## src/sv/tcphp_pkg.sv

```systemverilog
package tcphp_pkg;

	// Configuration port geometry and register indexes.
	localparam int CFG_IDX_W  = 2;
	localparam int CFG_DATA_W = 16;

	localparam logic [CFG_IDX_W-1:0] REG_PAYLOAD_LIMIT = 2'd0;
	localparam logic [CFG_IDX_W-1:0] REG_WATCH_PORT_A  = 2'd1;
	localparam logic [CFG_IDX_W-1:0] REG_WATCH_PORT_B  = 2'd2;

	localparam logic [7:0]  RST_PAYLOAD_LIMIT = 8'd100;
	localparam logic [15:0] RST_WATCH_PORT_A  = 16'd80;
	localparam logic [15:0] RST_WATCH_PORT_B  = 16'd443;

	// Protocol constants.
	localparam logic [15:0] ETH_TYPE_IPV4 = 16'h0800;
	localparam logic [7:0]  IP_PROTO_TCP  = 8'd6;
	localparam int          ETH_HDR_BYTES = 14;
	localparam logic [3:0]  MIN_HDR_WORDS = 4'd5;

	// Printable range and the substitute for anything outside it.
	localparam logic [7:0] CHAR_LO  = 8'd32;
	localparam logic [7:0] CHAR_HI  = 8'd126;
	localparam logic [7:0] CHAR_DOT = 8'd46;

	typedef enum logic [1:0] {
		PH_HEADERS = 2'd0,
		PH_PAYLOAD = 2'd1,
		PH_REJECT  = 2'd2
	} phase_t;

	typedef enum logic [1:0] {
		KIND_HEADER = 2'd0,
		KIND_CHAR   = 2'd1,
		KIND_END    = 2'd2
	} kind_t;

	typedef struct packed {
		logic [7:0] data_byte;
		logic       end_of_frame;
	} in_beat_t;

	typedef struct packed {
		kind_t       record_kind;
		logic [47:0] dest_mac;
		logic [47:0] source_mac;
		logic [31:0] source_ip;
		logic [31:0] dest_ip;
		logic [15:0] source_port;
		logic [15:0] dest_port;
		logic [7:0]  payload_char;
		logic        last_of_frame;
	} out_beat_t;

	typedef struct packed {
		logic [7:0]  payload_limit;
		logic [15:0] watch_port_a;
		logic [15:0] watch_port_b;
	} cfg_t;

	typedef struct packed {
		logic [47:0] dest_mac;
		logic [47:0] source_mac;
		logic [31:0] source_ip;
		logic [31:0] dest_ip;
		logic [15:0] source_port;
		logic [15:0] dest_port;
	} hdr_t;

	// What one accepted byte produces: a header record or a payload
	// character (never both), and possibly a frame end marker after it.
	typedef struct packed {
		logic       hdr;
		logic       chr;
		logic       eom;
		logic [7:0] pchar;
	} parse_res_t;

endpackage

```

## src/sv/tcphp_in_if.sv

```systemverilog
interface tcphp_in_if import tcphp_pkg::*; ();
	logic     valid;
	logic     ready;
	in_beat_t data;

	modport source (output valid, output data, input ready);
	modport sink (input valid, input data, output ready);
endinterface

```

## src/sv/tcphp_out_if.sv

```systemverilog
interface tcphp_out_if import tcphp_pkg::*; ();
	logic      valid;
	logic      ready;
	out_beat_t data;

	modport source (output valid, output data, input ready);
	modport sink (input valid, input data, output ready);
endinterface

```

## src/sv/tcphp_parser.sv

```systemverilog
module tcphp_parser import tcphp_pkg::*; #(
	parameter int MAX_FRAME_BYTES = 2048
) (
	input  logic       clk,
	input  logic       arst_n,
	input  logic       fire,
	input  in_beat_t   beat,
	input  cfg_t       cfg,
	output parse_res_t res,
	output hdr_t       hdr
);

	localparam int POS_W = $clog2(MAX_FRAME_BYTES);
	localparam int CW    = (POS_W > 8) ? POS_W : 8;
	localparam logic [POS_W-1:0] POS_LAST = POS_W'(MAX_FRAME_BYTES - 1);

	// Byte offsets within the frame; the last two are relative to the TCP header.
	localparam logic [CW-1:0] P_SMAC     = CW'(6);
	localparam logic [CW-1:0] P_ETH_HI   = CW'(12);
	localparam logic [CW-1:0] P_ETH_LO   = CW'(13);
	localparam logic [CW-1:0] P_VER_IHL  = CW'(14);
	localparam logic [CW-1:0] P_PROTO    = CW'(23);
	localparam logic [CW-1:0] P_SIP      = CW'(26);
	localparam logic [CW-1:0] P_DIP      = CW'(30);
	localparam logic [CW-1:0] P_IP_END   = CW'(34);
	localparam logic [CW-1:0] P_ETH_END  = CW'(ETH_HDR_BYTES);
	localparam logic [CW-1:0] TCP_PORTS  = CW'(4);
	localparam logic [CW-1:0] TCP_DOFF   = CW'(12);

	logic [POS_W-1:0] pos_q, pos_d;
	phase_t           phase_q, phase_d;
	logic [7:0]       eth_hi_q, eth_hi_d;
	logic [3:0]       ihl_q, ihl_d;
	logic [3:0]       doff_q, doff_d;
	logic [7:0]       cnt_q, cnt_d;
	logic [47:0]      dmac_q, dmac_d;
	logic [47:0]      smac_q, smac_d;
	logic [31:0]      sip_q, sip_d;
	logic [31:0]      dip_q, dip_d;
	logic [31:0]      ports_q, ports_d;

	logic [CW-1:0] p;
	logic [CW-1:0] tcp_base;
	logic [CW-1:0] tcp_end;
	logic [7:0]    b;
	logic          port_hit;

	assign p        = CW'(pos_q);
	assign b        = beat.data_byte;
	assign tcp_base = P_ETH_END + CW'({ihl_q, 2'b00});
	assign tcp_end  = tcp_base + CW'({doff_q, 2'b00}) - CW'(1);
	assign port_hit = (ports_q[15:0] == cfg.watch_port_a) ||
		(ports_q[15:0] == cfg.watch_port_b);

	always_ff @(posedge clk or negedge arst_n) begin
		if (!arst_n) begin
			pos_q    <= '0;
			phase_q  <= PH_HEADERS;
			eth_hi_q <= '0;
			ihl_q    <= '0;
			doff_q   <= '0;
			cnt_q    <= '0;
			dmac_q   <= '0;
			smac_q   <= '0;
			sip_q    <= '0;
			dip_q    <= '0;
			ports_q  <= '0;
		end else begin
			pos_q    <= pos_d;
			phase_q  <= phase_d;
			eth_hi_q <= eth_hi_d;
			ihl_q    <= ihl_d;
			doff_q   <= doff_d;
			cnt_q    <= cnt_d;
			dmac_q   <= dmac_d;
			smac_q   <= smac_d;
			sip_q    <= sip_d;
			dip_q    <= dip_d;
			ports_q  <= ports_d;
		end
	end

	always_comb begin
		pos_d    = pos_q;
		phase_d  = phase_q;
		eth_hi_d = eth_hi_q;
		ihl_d    = ihl_q;
		doff_d   = doff_q;
		cnt_d    = cnt_q;
		dmac_d   = dmac_q;
		smac_d   = smac_q;
		sip_d    = sip_q;
		dip_d    = dip_q;
		ports_d  = ports_q;
		res      = '0;
		if (fire) begin
			case (phase_q)
				PH_HEADERS: begin
					if (p < P_SMAC) begin
						dmac_d = {dmac_q[39:0], b};
					end else if (p < P_ETH_HI) begin
						smac_d = {smac_q[39:0], b};
					end else if (p == P_ETH_HI) begin
						eth_hi_d = b;
					end else if (p == P_ETH_LO) begin
						if ({eth_hi_q, b} != ETH_TYPE_IPV4) begin
							phase_d = PH_REJECT;
						end
					end else if (p == P_VER_IHL) begin
						if (b[3:0] < MIN_HDR_WORDS) begin
							phase_d = PH_REJECT;
						end else begin
							ihl_d = b[3:0];
						end
					end else if (p == P_PROTO) begin
						if (b != IP_PROTO_TCP) begin
							phase_d = PH_REJECT;
						end
					end else if (p >= P_SIP && p < P_DIP) begin
						sip_d = {sip_q[23:0], b};
					end else if (p >= P_DIP && p < P_IP_END) begin
						dip_d = {dip_q[23:0], b};
					end
					// The TCP header sits after any IP options.
					if (phase_d == PH_HEADERS && p >= P_IP_END && ihl_q != '0) begin
						if (p >= tcp_base && p < tcp_base + TCP_PORTS) begin
							ports_d = {ports_q[23:0], b};
						end else if (p == tcp_base + TCP_DOFF) begin
							if (b[7:4] < MIN_HDR_WORDS) begin
								phase_d = PH_REJECT;
							end else begin
								doff_d = b[7:4];
							end
						end else if (doff_q != '0 && p == tcp_end) begin
							res.hdr = 1'b1;
							phase_d = PH_PAYLOAD;
						end
					end
					// Headers still incomplete when the position saturates.
					if (phase_d == PH_HEADERS && pos_q == POS_LAST) begin
						phase_d = PH_REJECT;
					end
				end
				PH_PAYLOAD: begin
					if (port_hit && cnt_q < cfg.payload_limit) begin
						res.chr = 1'b1;
						cnt_d   = cnt_q + 8'd1;
					end
				end
				default: begin
				end
			endcase
			res.pchar = (b inside {[CHAR_LO:CHAR_HI]}) ? b : CHAR_DOT;
			if (beat.end_of_frame) begin
				res.eom  = (phase_d == PH_PAYLOAD);
				pos_d    = '0;
				phase_d  = PH_HEADERS;
				eth_hi_d = '0;
				ihl_d    = '0;
				doff_d   = '0;
				cnt_d    = '0;
			end else if (pos_q != POS_LAST) begin
				pos_d = pos_q + POS_W'(1);
			end
		end
	end

	assign hdr.dest_mac    = dmac_q;
	assign hdr.source_mac  = smac_q;
	assign hdr.source_ip   = sip_q;
	assign hdr.dest_ip     = dip_q;
	assign hdr.source_port = ports_q[31:16];
	assign hdr.dest_port   = ports_q[15:0];

endmodule

```

## src/sv/tcphp_emit.sv

```systemverilog
module tcphp_emit import tcphp_pkg::*; (
	input  logic               clk,
	input  logic               arst_n,
	input  logic               fire,
	input  parse_res_t         res,
	input  hdr_t               hdr,
	output logic               ready,
	tcphp_out_if.source        out_ch
);

	// Pending results of the last accepted byte: a first record (header or
	// character) and an end marker that follows it.
	logic       rec_s1;
	logic       is_hdr_s1;
	logic [7:0] pchar_s1;
	logic       end_s1;

	logic      out_valid_q;
	out_beat_t out_q;
	out_beat_t rec_d;
	logic      out_free;
	logic      load;
	logic      one_left;

	assign out_free = !out_valid_q || out_ch.ready;
	assign load     = out_free && (rec_s1 || end_s1);
	assign one_left = rec_s1 ^ end_s1;
	assign ready    = (!rec_s1 && !end_s1) || (one_left && out_free);

	always_comb begin
		rec_d = '0;
		if (rec_s1) begin
			if (is_hdr_s1) begin
				rec_d.record_kind = KIND_HEADER;
				rec_d.dest_mac    = hdr.dest_mac;
				rec_d.source_mac  = hdr.source_mac;
				rec_d.source_ip   = hdr.source_ip;
				rec_d.dest_ip     = hdr.dest_ip;
				rec_d.source_port = hdr.source_port;
				rec_d.dest_port   = hdr.dest_port;
			end else begin
				rec_d.record_kind  = KIND_CHAR;
				rec_d.payload_char = pchar_s1;
			end
		end else begin
			rec_d.record_kind   = KIND_END;
			rec_d.last_of_frame = 1'b1;
		end
	end

	always_ff @(posedge clk or negedge arst_n) begin
		if (!arst_n) begin
			rec_s1      <= 1'b0;
			is_hdr_s1   <= 1'b0;
			pchar_s1    <= '0;
			end_s1      <= 1'b0;
			out_valid_q <= 1'b0;
			out_q       <= '0;
		end else begin
			if (fire) begin
				rec_s1    <= res.hdr || res.chr;
				is_hdr_s1 <= res.hdr;
				pchar_s1  <= res.pchar;
				end_s1    <= res.eom;
			end else if (load) begin
				if (rec_s1) begin
					rec_s1 <= 1'b0;
				end else begin
					end_s1 <= 1'b0;
				end
			end
			if (load) begin
				out_valid_q <= 1'b1;
				out_q       <= rec_d;
			end else if (out_ch.ready) begin
				out_valid_q <= 1'b0;
			end
		end
	end

	assign out_ch.valid = out_valid_q;
	assign out_ch.data  = out_q;

endmodule

```

## src/sv/tcp_header_parser_payload_filter_top.sv

```systemverilog
// Channel   Direction  Beat contents
// in_ch     sink       data_byte, end_of_frame (one frame byte per beat)
// out_ch    source     record_kind, MACs, IPs, ports, payload_char, last_of_frame
// cfg       write      cfg_we, cfg_index, cfg_data (no read-back)
//
// One frame byte is accepted per cycle while in_ch.ready is high. A byte is
// parsed in the cycle it is accepted; its results sit in a small pending
// stage and then leave through the output register. A byte that causes two
// results (header and end marker, or a payload character and end marker)
// holds in_ch.ready low while both results are pending, since the single
// output register passes at most one result per cycle.
// Reset clears the parse state and sets the registers to their defaults.
// A stall on out_ch fills the pending stage and then lowers in_ch.ready.
module tcp_header_parser_payload_filter_top import tcphp_pkg::*; #(
	parameter int MAX_FRAME_BYTES = 2048
) (
	input  logic                  clk,
	input  logic                  arst_n,
	input  logic                  cfg_we,
	input  logic [CFG_IDX_W-1:0]  cfg_index,
	input  logic [CFG_DATA_W-1:0] cfg_data,
	tcphp_in_if.sink              in_ch,
	tcphp_out_if.source           out_ch
);

	// Configuration registers. Writes are expected only while the block is
	// idle; an index beyond the three registers is ignored.
	cfg_t cfg_q;

	always_ff @(posedge clk or negedge arst_n) begin
		if (!arst_n) begin
			cfg_q.payload_limit <= RST_PAYLOAD_LIMIT;
			cfg_q.watch_port_a  <= RST_WATCH_PORT_A;
			cfg_q.watch_port_b  <= RST_WATCH_PORT_B;
		end else if (cfg_we) begin
			case (cfg_index)
				REG_PAYLOAD_LIMIT: cfg_q.payload_limit <= cfg_data[7:0];
				REG_WATCH_PORT_A:  cfg_q.watch_port_a  <= cfg_data;
				REG_WATCH_PORT_B:  cfg_q.watch_port_b  <= cfg_data;
				default: begin
				end
			endcase
		end
	end

	// A beat is taken whenever the pending stage will be free at the edge.
	logic       in_rdy;
	logic       fire;
	parse_res_t res;
	hdr_t       hdr;

	assign in_ch.ready = in_rdy;
	assign fire        = in_ch.valid && in_rdy;

	// The parser tracks the byte position and captures the header fields.
	tcphp_parser #(
		.MAX_FRAME_BYTES(MAX_FRAME_BYTES)
	) u_parser (
		.clk    (clk),
		.arst_n (arst_n),
		.fire   (fire),
		.beat   (in_ch.data),
		.cfg    (cfg_q),
		.res    (res),
		.hdr    (hdr)
	);

	// The emitter serialises the results of each byte onto out_ch.
	tcphp_emit u_emit (
		.clk    (clk),
		.arst_n (arst_n),
		.fire   (fire),
		.res    (res),
		.hdr    (hdr),
		.ready  (in_rdy),
		.out_ch (out_ch)
	);

`ifndef SYNTHESIS
	// A byte closes its headers or carries payload, never both.
	assert property (@(posedge clk) disable iff (!arst_n)
		fire |-> !(res.hdr && res.chr))
		else $error("header and payload character from one byte");

	// Without an accepted beat the parser reports nothing.
	assert property (@(posedge clk) disable iff (!arst_n)
		!fire |-> !(res.hdr || res.chr || res.eom))
		else $error("parse result without an accepted beat");

	// Payload characters leave masked to the printable range or a dot.
	assert property (@(posedge clk) disable iff (!arst_n)
		(out_ch.valid && out_ch.data.record_kind == KIND_CHAR) |->
		((out_ch.data.payload_char >= CHAR_LO && out_ch.data.payload_char <= CHAR_HI)
		|| out_ch.data.payload_char == CHAR_DOT))
		else $error("unmasked payload character");

	// The end flag rides on end markers and on nothing else.
	assert property (@(posedge clk) disable iff (!arst_n)
		out_ch.valid |->
		(out_ch.data.last_of_frame == (out_ch.data.record_kind == KIND_END)))
		else $error("end flag does not match the record kind");
`endif

endmodule

```

## src/flat_wrapper.sv

```systemverilog
// flat-port wrapper written by rule: the top's interface ports become plain ports
module tcp_header_parser_payload_filter_top_flat import tcphp_pkg::*;
#(
	parameter int MAX_FRAME_BYTES = 2048
)
  (clk, arst_n, cfg_we, cfg_index, cfg_data, in_ch_valid, in_ch_data, in_ch_ready, out_ch_valid, out_ch_data, out_ch_ready);
  tcphp_in_if in_ch_i ();
  tcphp_out_if out_ch_i ();
  input  logic clk;
  input  logic arst_n;
  input  logic cfg_we;
  input  logic [CFG_IDX_W-1:0] cfg_index;
  input  logic [CFG_DATA_W-1:0] cfg_data;
  input wire logic [$bits(in_ch_i.valid)-1:0] in_ch_valid;
  input wire logic [$bits(in_ch_i.data)-1:0] in_ch_data;
  output wire logic [$bits(in_ch_i.ready)-1:0] in_ch_ready;
  output wire logic [$bits(out_ch_i.valid)-1:0] out_ch_valid;
  output wire logic [$bits(out_ch_i.data)-1:0] out_ch_data;
  input wire logic [$bits(out_ch_i.ready)-1:0] out_ch_ready;
  assign in_ch_i.valid = in_ch_valid;
  assign in_ch_i.data = in_ch_data;
  assign in_ch_ready = in_ch_i.ready;
  assign out_ch_valid = out_ch_i.valid;
  assign out_ch_data = out_ch_i.data;
  assign out_ch_i.ready = out_ch_ready;
  tcp_header_parser_payload_filter_top #(.MAX_FRAME_BYTES(MAX_FRAME_BYTES)) u_core (.clk(clk), .arst_n(arst_n), .cfg_we(cfg_we), .cfg_index(cfg_index), .cfg_data(cfg_data), .in_ch(in_ch_i), .out_ch(out_ch_i));
endmodule
```

## config.mk

```make
export PLATFORM = sky130hd
export DESIGN_NAME = tcp_header_parser_payload_filter_top_flat
export DESIGN_NICKNAME = d
export VERILOG_FILES = /design/src/sv/tcphp_pkg.sv /design/src/sv/tcphp_in_if.sv /design/src/sv/tcphp_out_if.sv /design/src/sv/tcphp_parser.sv /design/src/sv/tcphp_emit.sv /design/src/sv/tcp_header_parser_payload_filter_top.sv /design/src/flat_wrapper.sv
export SDC_FILE = /design/constraint.sdc
export NUM_CORES = 1
export LEC_CHECK = 0
export BUFFER_PORTS_ARGS = -buffer_cell sky130_fd_sc_hd__buf_2
export CAP_MARGIN = 25
export CORE_MARGIN = 4
export CORE_UTILIZATION = 45
export CTS_BUF_LIST = sky130_fd_sc_hd__clkbuf_16
export CTS_CLUSTER_SIZE = 14
export DETAILED_ROUTE_END_ITERATION = 8
export PLACE_DENSITY = 0.62
export REMOVE_ABC_BUFFERS = 1
export SETUP_SLACK_MARGIN = 0.05
export SLEW_MARGIN = 20
export SYNTH_ARGS = -nofsm -noshare
export SYNTH_HDL_FRONTEND = slang
export SYNTH_SLANG_ARGS = --single-unit
export TNS_END_PERCENT = 20
```

## constraint.sdc

```tcl
create_clock -name clk -period 3.8 [get_ports clk]
set_input_delay 0.76 -clock clk [delete_from_list [all_inputs] [get_ports clk]]
set_output_delay 0.76 -clock clk [all_outputs]
set_load 0.005 [all_outputs]
```

Word-level counts from Yosys, hierarchy flattened
Index checks and enable logic that the tools add are counted.
{"block": "op_classes", "addsub": 7, "order_cmp": 14, "n_eq_ne": 24, "mux": 69, "n_bitwise": 8, "reduce_logical": 51}
{"cell": "200-bit two-way mux", "count": 1}
{"cell": "192-bit two-way mux", "count": 1}
{"cell": "8-bit two-way mux", "count": 10}
{"cell": "4-bit two-way mux", "count": 14}
{"cell": "2-bit two-way mux", "count": 23}
{"cell": "11-bit by 4-bit equality test with 1-bit output, second input constant", "count": 3}
{"cell": "11-bit two-way mux", "count": 3}
{"cell": "16-bit equality test", "count": 2}
{"cell": "11-bit equality test", "count": 2}
{"cell": "11-bit by 5-bit greater-or-equal comparator with 1-bit output, second input constant", "count": 2}
{"cell": "2-bit nonzero test", "count": 10}
{"cell": "1-bit two-way mux", "count": 17}
{"cell": "16-bit by 12-bit != test with 1-bit output, second input constant", "count": 1}
{"cell": "2-bit != test, second input constant", "count": 7}
{"cell": "1-bit logical AND", "count": 13}
{"cell": "11-bit by 1-bit adder with 11-bit output, second input constant", "count": 1}
{"cell": "11-bit by 3-bit adder with 11-bit output, second input constant", "count": 1}
{"cell": "11-bit by 4-bit adder with 11-bit output, second input constant", "count": 1}
{"cell": "11-bit by 6-bit adder with 11-bit output", "count": 1}
{"cell": "11-bit equality test, second input constant", "count": 1}
{"cell": "11-bit by 5-bit equality test with 1-bit output, second input constant", "count": 1}
{"cell": "11-bit greater-or-equal comparator", "count": 1}
{"cell": "11-bit by 6-bit greater-or-equal comparator with 1-bit output, second input constant", "count": 1}
{"cell": "11-bit < comparator", "count": 1}
{"cell": "30 further kinds", "count": 55}
{"block": "totals", "ff_bits": 484, "output_inout_bits": 205, "word_cells": 201}

Depth between registers and ports, before layout
Gate-level depths: netlist (run 1).
{"block": "depth", "word_depth": 26, "mapped_depth": 14, "ltp_nobuf": 13}

Hierarchy
A second synthesis (run 1) with hierarchy kept.
{"block": "unflattened", "cells_unflattened": 1836, "area_unflattened_um2": 21255.4}
{"module": "tcphp_parser", "n_inst": 1, "cells_each": 816, "area_per_inst_um2": 10835.4}
{"module": "tcphp_emit", "n_inst": 1, "cells_each": 934, "area_per_inst_um2": 8873.5}
{"module": "tcp_header_parser_payload_filter_top", "n_inst": 1, "cells_each": 86, "area_per_inst_um2": 1546.5}

Worst setup path before layout (run 1)
Ideal clock, no wire load.
{"block": "synth_timing", "path_kind": "register to register", "start": "reg u_core.u_parser.ihl_q[0]", "end": "reg u_core.u_parser.ports_q[3]", "setup_ps": 125, "arrival_time_ps": 2936, "required_time_ps": 3675, "path_slack_ps": 739, "path_stages_with_launch": 14, "cell_sequence": "dfrtp_1 > inv_1 > ha_1 > xnor2_2 > inv_2 > nor3_1 > xnor2_1 > ha_1 > o21a_1 > o211ai_1 > o311ai_2 > nor2_1 > buf_2 > mux2_2"}
{"block": "synth_between", "elab_chain_cells": 5, "elab_cells_between_ends": 8, "cone_classes": "2 x add/sub; 2 x order compare; 4 x reduce/logical"}
{"element": "start, declared", "line_no": "tcphp_parser.sv:33", "text": "logic [3:0] ihl_q, ihl_d;"}
{"element": "start signal, assigned", "line_no": "tcphp_parser.sv:72", "text": "ihl_q <= ihl_d;"}
{"element": "4-bit by 6-bit adder with 7-bit output", "line_no": "tcphp_parser.sv:50", "text": "assign tcp_base = P_ETH_END + CW'({ihl_q, 2'b00});"}
{"element": "11-bit by 3-bit adder with 11-bit output", "line_no": "tcphp_parser.sv:126", "text": "if (p >= tcp_base && p < tcp_base + TCP_PORTS) begin"}
{"element": "11-bit < comparator", "line_no": "tcphp_parser.sv:126"}
{"element": "1-bit logical AND", "line_no": "tcphp_parser.sv:126"}
{"element": "4-bit AND reduction (no line) (*)"}
{"element": "end signal, assigned", "line_no": "tcphp_parser.sv:79", "text": "ports_q <= ports_d;"}
{"element": "end, declared", "line_no": "tcphp_parser.sv:40", "text": "logic [31:0] ports_q, ports_d;"}
Every way passes the cells marked *; elsewhere a longest branch is shown, timed or not.
A chain may end at the register's enable or synchronous reset.

Worst setup path after layout (run 1)
{"block": "layout_timing", "start": "reg u_core.u_parser.ihl_q[0]", "end": "reg u_core.u_parser.ports_q[25]"}
The elaborated chain is that of the path after synthesis.

==> results of run 1 <==
sequential cells by signal, summed over array words and instances, names as in the netlist, 4 cells and up:
name                       count
u_core.cfg_q                  40
u_core.u_emit.out_ch.data    202
u_core.u_emit.pchar_s1         8
u_core.u_parser.cnt_q          8
u_core.u_parser.dip_q         32
u_core.u_parser.dmac_q        48
u_core.u_parser.doff_q         4
u_core.u_parser.eth_hi_q       8
u_core.u_parser.ihl_q          4
u_core.u_parser.p             11
u_core.u_parser.ports_q       32
u_core.u_parser.sip_q         32
u_core.u_parser.smac_q        48
power groups by stage:
stage	Sequential [W]	Clock, W	Combinational (W)
detailed placement	0.00604	0	0.00103
floorplan	0.00593	0	0.000721
global route	0.00600	0.00506	0.00114
global placement	0.00601	0	0.00100
finish	0.00595	0.00468	0.00102
CTS	0.00594	0.00482	0.00104
cell usage after synthesis (all sizes together), types with 5 or more instances:
library cell	instances	area [sq um]
a21oi	18	90.1
a311oi	5	43.8
a31oi	7	43.8
and2	8	50.1
and3	6	37.5
buf	23	129
clkbuf	86	323
dfrtp	471	11800
dfstp	12	315
ha	30	375
inv	28	105
mux2	238	2680
mux2i	6	60.1
nand2	434	1640
nand2b	10	62.6
nand4	16	100
nor2	24	90.1
nor2b	9	56.3
nor3	9	61.3
nor4	6	37.5
o21ai	232	1160
or3	7	43.8
xnor2	50	445
metrics by stage:
step | hold slack [ns] | setup TNS, ns
after global routing | 0.293 | 0
final | 0.250 | 0
after CTS | 0.261 | 0
after detailed placement | 0.465 | 0
after global placement | 0.457 | 0
after floorplan | 0.439 | -879.30
placed cells by master (no fill, tap or decap), drive strengths merged, types with 7 or more instances in the layout:
master / Yosys / final
a21oi: 18 / 18
a31oi: 7 / 7
and2: 8 / 8
buf: 23 / 264
clkbuf: 86 / 51
clkinv: 0 / 20
dfrtp: 471 / 471
dfstp: 12 / 12
ha: 30 / 30
inv: 28 / 44
mux2: 238 / 238
nand2: 434 / 434
nand2b: 10 / 10
nand4: 16 / 16
nor2: 24 / 24
nor2b: 9 / 9
nor3: 9 / 9
o21ai: 232 / 232
or3: 7 / 7
xnor2: 50 / 50
critical path: stages, from the launching register on:
cell and delay (ns):
dfrtp_1 0.52, inv_1 0.14, ha_1 0.28, xnor2_2 0.18, inv_2 0.11, nor3_1 0.19, xnor2_1 0.15, ha_1 0.24
o21a_1 0.17, o211ai_1 0.19, o311ai_2 0.25, nor2_4 0.19, buf_12 0.22, mux2_2 0.36
per-layer routing:
metal	track usage, %	part of all wire [%]
met1	27.3	46
met2	31.2	47
met3	3.61	4.6
met4	4.56	2.0
met5	0	0
kinds of logic after synthesis:
logic type               after synthesis
AND/OR/NAND/NOR                      554
flip-flops                           483
AO/OA/AOI/OAI                        304
multiplexers                         244
buffers and inverters                137
XOR/XNOR                              52
adder cells (fa/ha/maj)               31
other                                  1
how the worst min path moves through the flow:
stage	start	end	slack, ns	cells after the start
2_1_floorplan	u_core.u_emit.pchar_s1[5]$_DFFE_PN0P_	u_core.u_emit.pchar_s1[5]$_DFFE_PN0P_	0.44	2
3_3_place_gp	u_core.u_emit.out_ch.data[138]$_DFFE_PN0P_	u_core.u_emit.out_ch.data[138]$_DFFE_PN0P_	0.46	2
3_5_place_dp	u_core.u_emit.out_ch.data[1]$_DFFE_PN0P_	u_core.u_emit.out_ch.data[1]$_DFFE_PN0P_	0.47	2
4_1_cts	arst_n	u_core.u_emit.out_ch.data[60]$_DFFE_PN0P_	0.26	1
5_1_grt	arst_n	u_core.u_emit.out_ch.data[60]$_DFFE_PN0P_	0.29	1
6_report	arst_n	u_core.u_emit.out_ch.data[60]$_DFFE_PN0P_	0.25	1
area by class of cell:
class                           instances  share of cell area (%)
Clock buffer                           51                    5.36
Tap cell                              592                    3.11
Inverter                               28                   0.441
Clock inverter                         40                    1.18
Sequential cell                       483                    50.8
Multi-Input combinational cell       1186                    32.5
Antenna cell                            1                  0.0105
Timing Repair Buffer                  265                    6.62
==> summary.md, run 1 <==
| Metric | Value |
|---|---|
| Post-route non-filler standard cell count | 2646 |
| Worst relative slew slack | 40.1% |
| Avg Synthesized Cell Area | 11.3 sq um |
| EDFF count, synth | 0 |
| Total iterations of the first detailed-routing run | 5 |
| Post-synthesis simple-gate area fraction | 11.7% |
| Max Slew Vio Count | 0 |
| Placed Area | 22200 sq um |
| FF-to-FF Start | u_core.u_parser.ihl_q[0]$_DFFE_PN0P_ |
| Crit. End Element | flip-flop |
| Routed WL | 47000 um |
| Lkg Pwr | 10.9 nW |
| Largest net degree at the start of global routing | 138 |
| CTS Sinks | approximately 480 |
| Io pins | approximately 240 |
| Crit path capture | u_core.u_parser.ports_q[25]$_DFFE_PN0P_ |
| Initial core utilization | between 40% and 50% |
| Synth Flop Type | dfrtp_1 |
| Post-CTS setup buffer count | 0 |
| Remaining global-route overflow | 0 |
| Vias in the first global route | 13800 |
| GP Congestion | 0.833 |
| Synth Instances | 1806 |
| Nets | 2077 |
| Final period util | 88.3% |
| Worst R2R End | u_core.u_parser.ports_q[25]$_DFFE_PN0P_ |
| Util after Layout | a little over half |
| Total power | between 0.01 and 0.015 W |
| Longest Clk Path Bufs | 3 |
| YS warnings | 0 |
| RSZ-0062 raised after global routing | no |
| Clock root cell | clkbuf_16 |
| Worst Path Arrival | 3.82 ns |
| CTS clock-pin slew for the worst setup and hold paths | 0.06 ns |
| Worst reg2reg setup slack | around 0.44 ns |
| Fmax | 298 MHz |
| Flop pwr share | 51.0% |
| Fill count | 3965 |
| Max-cap violations | 0 |
| Cell row count | 77 |
| Clock share of power | 40.2% |
| Compound-Gate Fraction of Synth Area | 8.34% |
| Cts repair resizes | 0 |
| Psw | about 0.0028 W |
| Multi-input gate area | 7730 sq um |
| Die H | 221 um |
| Reg2reg path depth | 13 |
| CP Max Fanout | 32 |
| Routed Antenna Nets | 0 |
| Sequential cell area | roughly 12000 sq um |
| Vias per std cell | roughly 5.2 |
| Synth unique cells | 70 |
| Combinational family with the most area after synthesis | multiplexers |
| Area Overhead vs Synth | 17.1% |
| Core area | around 44000 sq um |
| Worst Slack Setup Final | 0.445 ns |
| Tot GR Track Use | 19.3% |
| Finish-stage setup viols | 0 |
| WS Path Type | reg -> reg |
| Post-synthesis sequential area ratio | between 50% and 60% |
| Htree depth | 2 |
| Synth Area in XOR/XNOR | approximately 2.3% |
| Post-synthesis async set-or-reset flop share | 100% |
| PD cells | 489 nW/um^2 |
| Final instance area | 23800 sq um |
| TritonCTS buffer count | 50 |
| Worst-Margin Slew | 0.896 ns |
| Post-DP HPWL | 31100 um |
| DR WL/cell | 17.8 um |
| Synth Register Bits | around 480 |
| Die X | ~220 um |
| Setup crit start | u_core.u_parser.ihl_q[0]$_DFFE_PN0P_ |
| Setup Skew | 0.0224 ns |
| CTS tree | done |
| Final-report hold violation count | 0 |
| HP Class | in -> async |
| Detailed router's first-iteration violation count | approximately 900 |
| Net Sw Frac | around a quarter |
| Cells after DPL | ~2600 |
| Layout cells sized above 1 | 28.5% |
| Required time of the critical path | 4.26 ns |
| Internal | approximately 0.009 W |
| Via count | 13800 |
| Initial antenna violation count | 0 |
| First-pass GRT wire length | 75100 um |
| Clk Latency, worst-skew pair | around 0.59 ns |
| Mapped cell area | between 20000 and 25000 sq um |
| DRC violations left | 0 |
| Status | completed |
| Hold Buf Count CTS | 0 |
| Synthesized-area fraction occupied by adder cells | 1.94% |
| Count of input and output buffers | 236 |
| Max VDD drop | 0.332 mV |
| Combinational Power Share | 8.8% |
| Crit start category | flip-flop |
| Post-synthesis mux area share | a little over an eighth |
| Tmin final | 3.36 ns |
| Die area | 48700 sq um |
| Placement Setup Slack | 0.483 ns |
Power figures use the tool's default switching activity.
==> inputs of run 2 (changes only) <==
--- a/config.mk
+++ b/config.mk
@@ -5,17 +5,16 @@
 export SDC_FILE = /design/constraint.sdc
 export NUM_CORES = 1
 export LEC_CHECK = 0
-export BUFFER_PORTS_ARGS = -buffer_cell sky130_fd_sc_hd__buf_2
 export CAP_MARGIN = 25
 export CORE_MARGIN = 4
 export CORE_UTILIZATION = 45
 export CTS_BUF_LIST = sky130_fd_sc_hd__clkbuf_16
 export CTS_CLUSTER_SIZE = 14
 export DETAILED_ROUTE_END_ITERATION = 8
-export PLACE_DENSITY = 0.62
+export DONT_BUFFER_PORTS = 1
+export PLACE_DENSITY = 0.58
 export REMOVE_ABC_BUFFERS = 1
 export SETUP_SLACK_MARGIN = 0.05
-export SLEW_MARGIN = 20
 export SYNTH_ARGS = -nofsm -noshare
 export SYNTH_HDL_FRONTEND = slang
 export SYNTH_SLANG_ARGS = --single-unit
==> summary.md, run 2 (synthesis results as in run 1) <==
| Metric | Value |
|---|---|
| Status | complete, but fails checks |
| Failing checks | negative hold slack, max-slew violations |
| FF-to-FF Start | u_core.u_parser.ihl_q[0]$_DFFE_PN0P_ |
| Initial core utilization | 45.8% (unchanged) |
| Commonest non-fill, non-tap cells in the layout | dfrtp_1 (471), nand2_1 (433), o21ai_0 (231) |
| Hold_ws | -0.0764 ns (-0.327 ns) |
| DRC violations left | 0 (unchanged) |
| Area Overhead vs Synth | 10.9% |
| HP Class | in -> async |
| Max Slew Vio Count | 249 (+249) |
| Die area | 48700 sq um (unchanged) |
| Combinational Power Share | 7.2% (-1.6 points) |
| Routing usage on met2 | 30.0% (-1.2 points) |
| Met1 Track Usage GR | 25.7% (-1.6 points) |
| Worst relative slew slack | -33.4% (-73 points) |
| Max VDD drop | 0.392 mV (+18%) |
| Clk Latency, worst-skew pair | 0.59 ns (about the same) |
| Cell row count | 77 (unchanged) |
| Cts repair resizes | 0 (unchanged) |
| Layout cells sized above 1 | 19.2% (-9.3 points) |
| Longest Clk Path Bufs | 3 (unchanged) |
| Vias in the first global route | 12700 (-7.8%) |
| Routed Antenna Nets | 0 (unchanged) |
| Flop pwr share | 51.0% (about the same) |
| Fmax | 297 MHz (-0.45%) |
| Most Used Layer, Global Route | met2 |
| Core area | 44400 sq um (unchanged) |
| GP Congestion | 0.801 (-3.8%) |
| DR WL/cell | 19.1 um (+7.4%) |
| Commonest non-fill, non-tap cell in the layout | dfrtp_1 |
| Post-CTS setup buffer count | 0 (unchanged) |
| Grt met3 use | 4.86% (+1.2 points) |
| CTS clock-pin slew for the worst setup and hold paths | 0.06 ns (about the same) |
| Vias per std cell | 5.30 (+1.9%) |
| Initial antenna violation count | 0 (unchanged) |
| Crit. End Element | flip-flop |
| Max-cap violations | 0 (unchanged) |
| CTS tree | done |
| Internal | 0.00896 W (+1.2%) |
| Die X | 221 um (unchanged) |
| Final-report hold violation count | 58 (+58) |
| Count of input and output buffers | 0 (-100%) |
| PD cells | 516 nW/um^2 (+5.5%) |
| Number of flip-flops under the largest register name | 202 (unchanged) |
| Crit start category | flip-flop |
| Via count | 12700 (-7.5%) |
| Sum Neg Setup Slack | 0 ns (unchanged) |
| Reg2reg path depth | 13 (unchanged) |
| Post-DP HPWL | 28900 um (-7.1%) |
| Routed WL | 45800 um (-2.5%) |
| Worst-Margin Slew | 2.00 ns (+1.10 ns) |
| Htree depth | 2 (unchanged) |
| Nets | 1832 (-12%) |
| Final period util | 88.7% (+0.40 points) |
| Tot GR Track Use | 18.7% (-0.61 points) |
| Setup crit start | u_core.u_parser.ihl_q[0]$_DFFE_PN0P_ |
| Psw | 0.00269 W (-3.6%) |
| WS Path Type | reg -> reg |
| RSZ-0062 raised after global routing | no |
| Diodes inserted | 0 (-1) |
| Tmin final | 3.37 ns (+0.0152 ns) |
| Reg with most FFs | u_core.u_emit.out_ch.data |
| Net Sw Frac | 23.1% (-0.87 points) |
| Io pins | 237 (unchanged) |
| Clock share of power | 41.7% (+1.5 points) |
| Largest net degree at the start of global routing | 484 (+250%) |
| Clock root cell | clkbuf_16 |
| Total iterations of the first detailed-routing run | 5 (unchanged) |
| First-pass GRT wire length | 72900 um (-3.0%) |
| Top flop regs | u_core.u_emit.out_ch.data (202), u_core.u_parser.dmac_q (48), u_core.u_parser.smac_q (48) |
| Final instance area | 22600 sq um (-5.2%) |
| CTS Sinks | 483 (unchanged) |
| Lkg Pwr | 10.2 nW (-6.0%) |
| Setup Skew | 0.0238 ns (+0.00139 ns) |
| Finish-stage setup viols | 0 (unchanged) |
| Placed Area | 20900 sq um (-5.9%) |
| Worst Path Arrival | 3.84 ns (+0.02 ns) |
| CP Max Fanout | 32 (unchanged) |
| TritonCTS buffer count | 51 (+2.0%) |
| Die H | 221 um (unchanged) |
| Detailed router's first-iteration violation count | 942 (+7.8%) |
| Remaining global-route overflow | 0 (unchanged) |
| Required time of the critical path | 4.27 ns (about the same) |
run 2: final timing paths:
path | slack (ns) | endpoint
worst max-delay path | 0.43 | u_core.u_parser.ports_q[27]$_DFFE_PN0P_
worst min register to register | 0.48 | u_core.u_emit.pchar_s1[7]$_DFFE_PN0P_
max in group asynchronous | 2.33 | u_core.u_emit.out_ch.data[3]$_DFFE_PN0P_
worst max register to register | 0.43 | u_core.u_parser.ports_q[27]$_DFFE_PN0P_
worst min-delay path | -0.08 | u_core.u_emit.out_ch.data[60]$_DFFE_PN0P_
min in group clk | 0.27 | u_core.u_parser.p[1]$_DFFE_PN0P_
run 2: layout make-up:
| type | instances | area [sq um] |
|---|---|---|
| Fill cell | 3982 | 21800 |
| Sequential cell | 483 | 12100 |
| Multi-Input combinational cell | 1186 | 7730 |
| Clock buffer | 52 | 1300 |
| Tap cell | 592 | 741 |
| Clock inverter | 42 | 345 |
| Timing Repair Buffer | 19 | 243 |
| Inverter | 28 | 105 |
run 2: power by group through the flow:
stage          sequential [W]  clock [W]  combinational [W]
4_1_cts               0.00595    0.00502           0.000853
3_5_place_dp          0.00604          0           0.000846
6_report              0.00595    0.00486           0.000843
5_1_grt               0.00601    0.00525           0.000942
3_3_place_gp          0.00602          0           0.000819
2_1_floorplan         0.00593          0           0.000721
run 2: per-layer routing:
layer  up-vias  wire, um
met5         -         0
met4         0       899
met3        64      2810
met2       246     21700
met1      6326     20400
li1       6088         -
run 2: worst max-delay path, cell delays in order, from the launching register on:
cell      delay [ns]
dfrtp_1         0.53
inv_1           0.15
ha_1            0.28
xnor2_2         0.19
inv_2           0.11
nor3_1          0.20
xnor2_1         0.15
ha_1            0.24
o21a_1          0.16
o211ai_1        0.19
o311ai_2        0.26
nor2_4          0.20
buf_12          0.22
mux2_2          0.36
run 2: per-stage QoR:
stage,setup WS [ns],total power (W),utilization [%],std cells,hold WS (ns)
final,0.430,0.0117,50.8,2402,-0.0764
after global routing,0.127,0.0122,50.8,2402,-0.127
after CTS,0.437,0.0118,50.8,2402,-0.133
after detailed placement,0.459,0.00688,47.1,2308,0.475
after global placement,0.511,0.00684,47.1,2308,0.465
after floorplan,-3.94,0.00665,-,1697,0.439
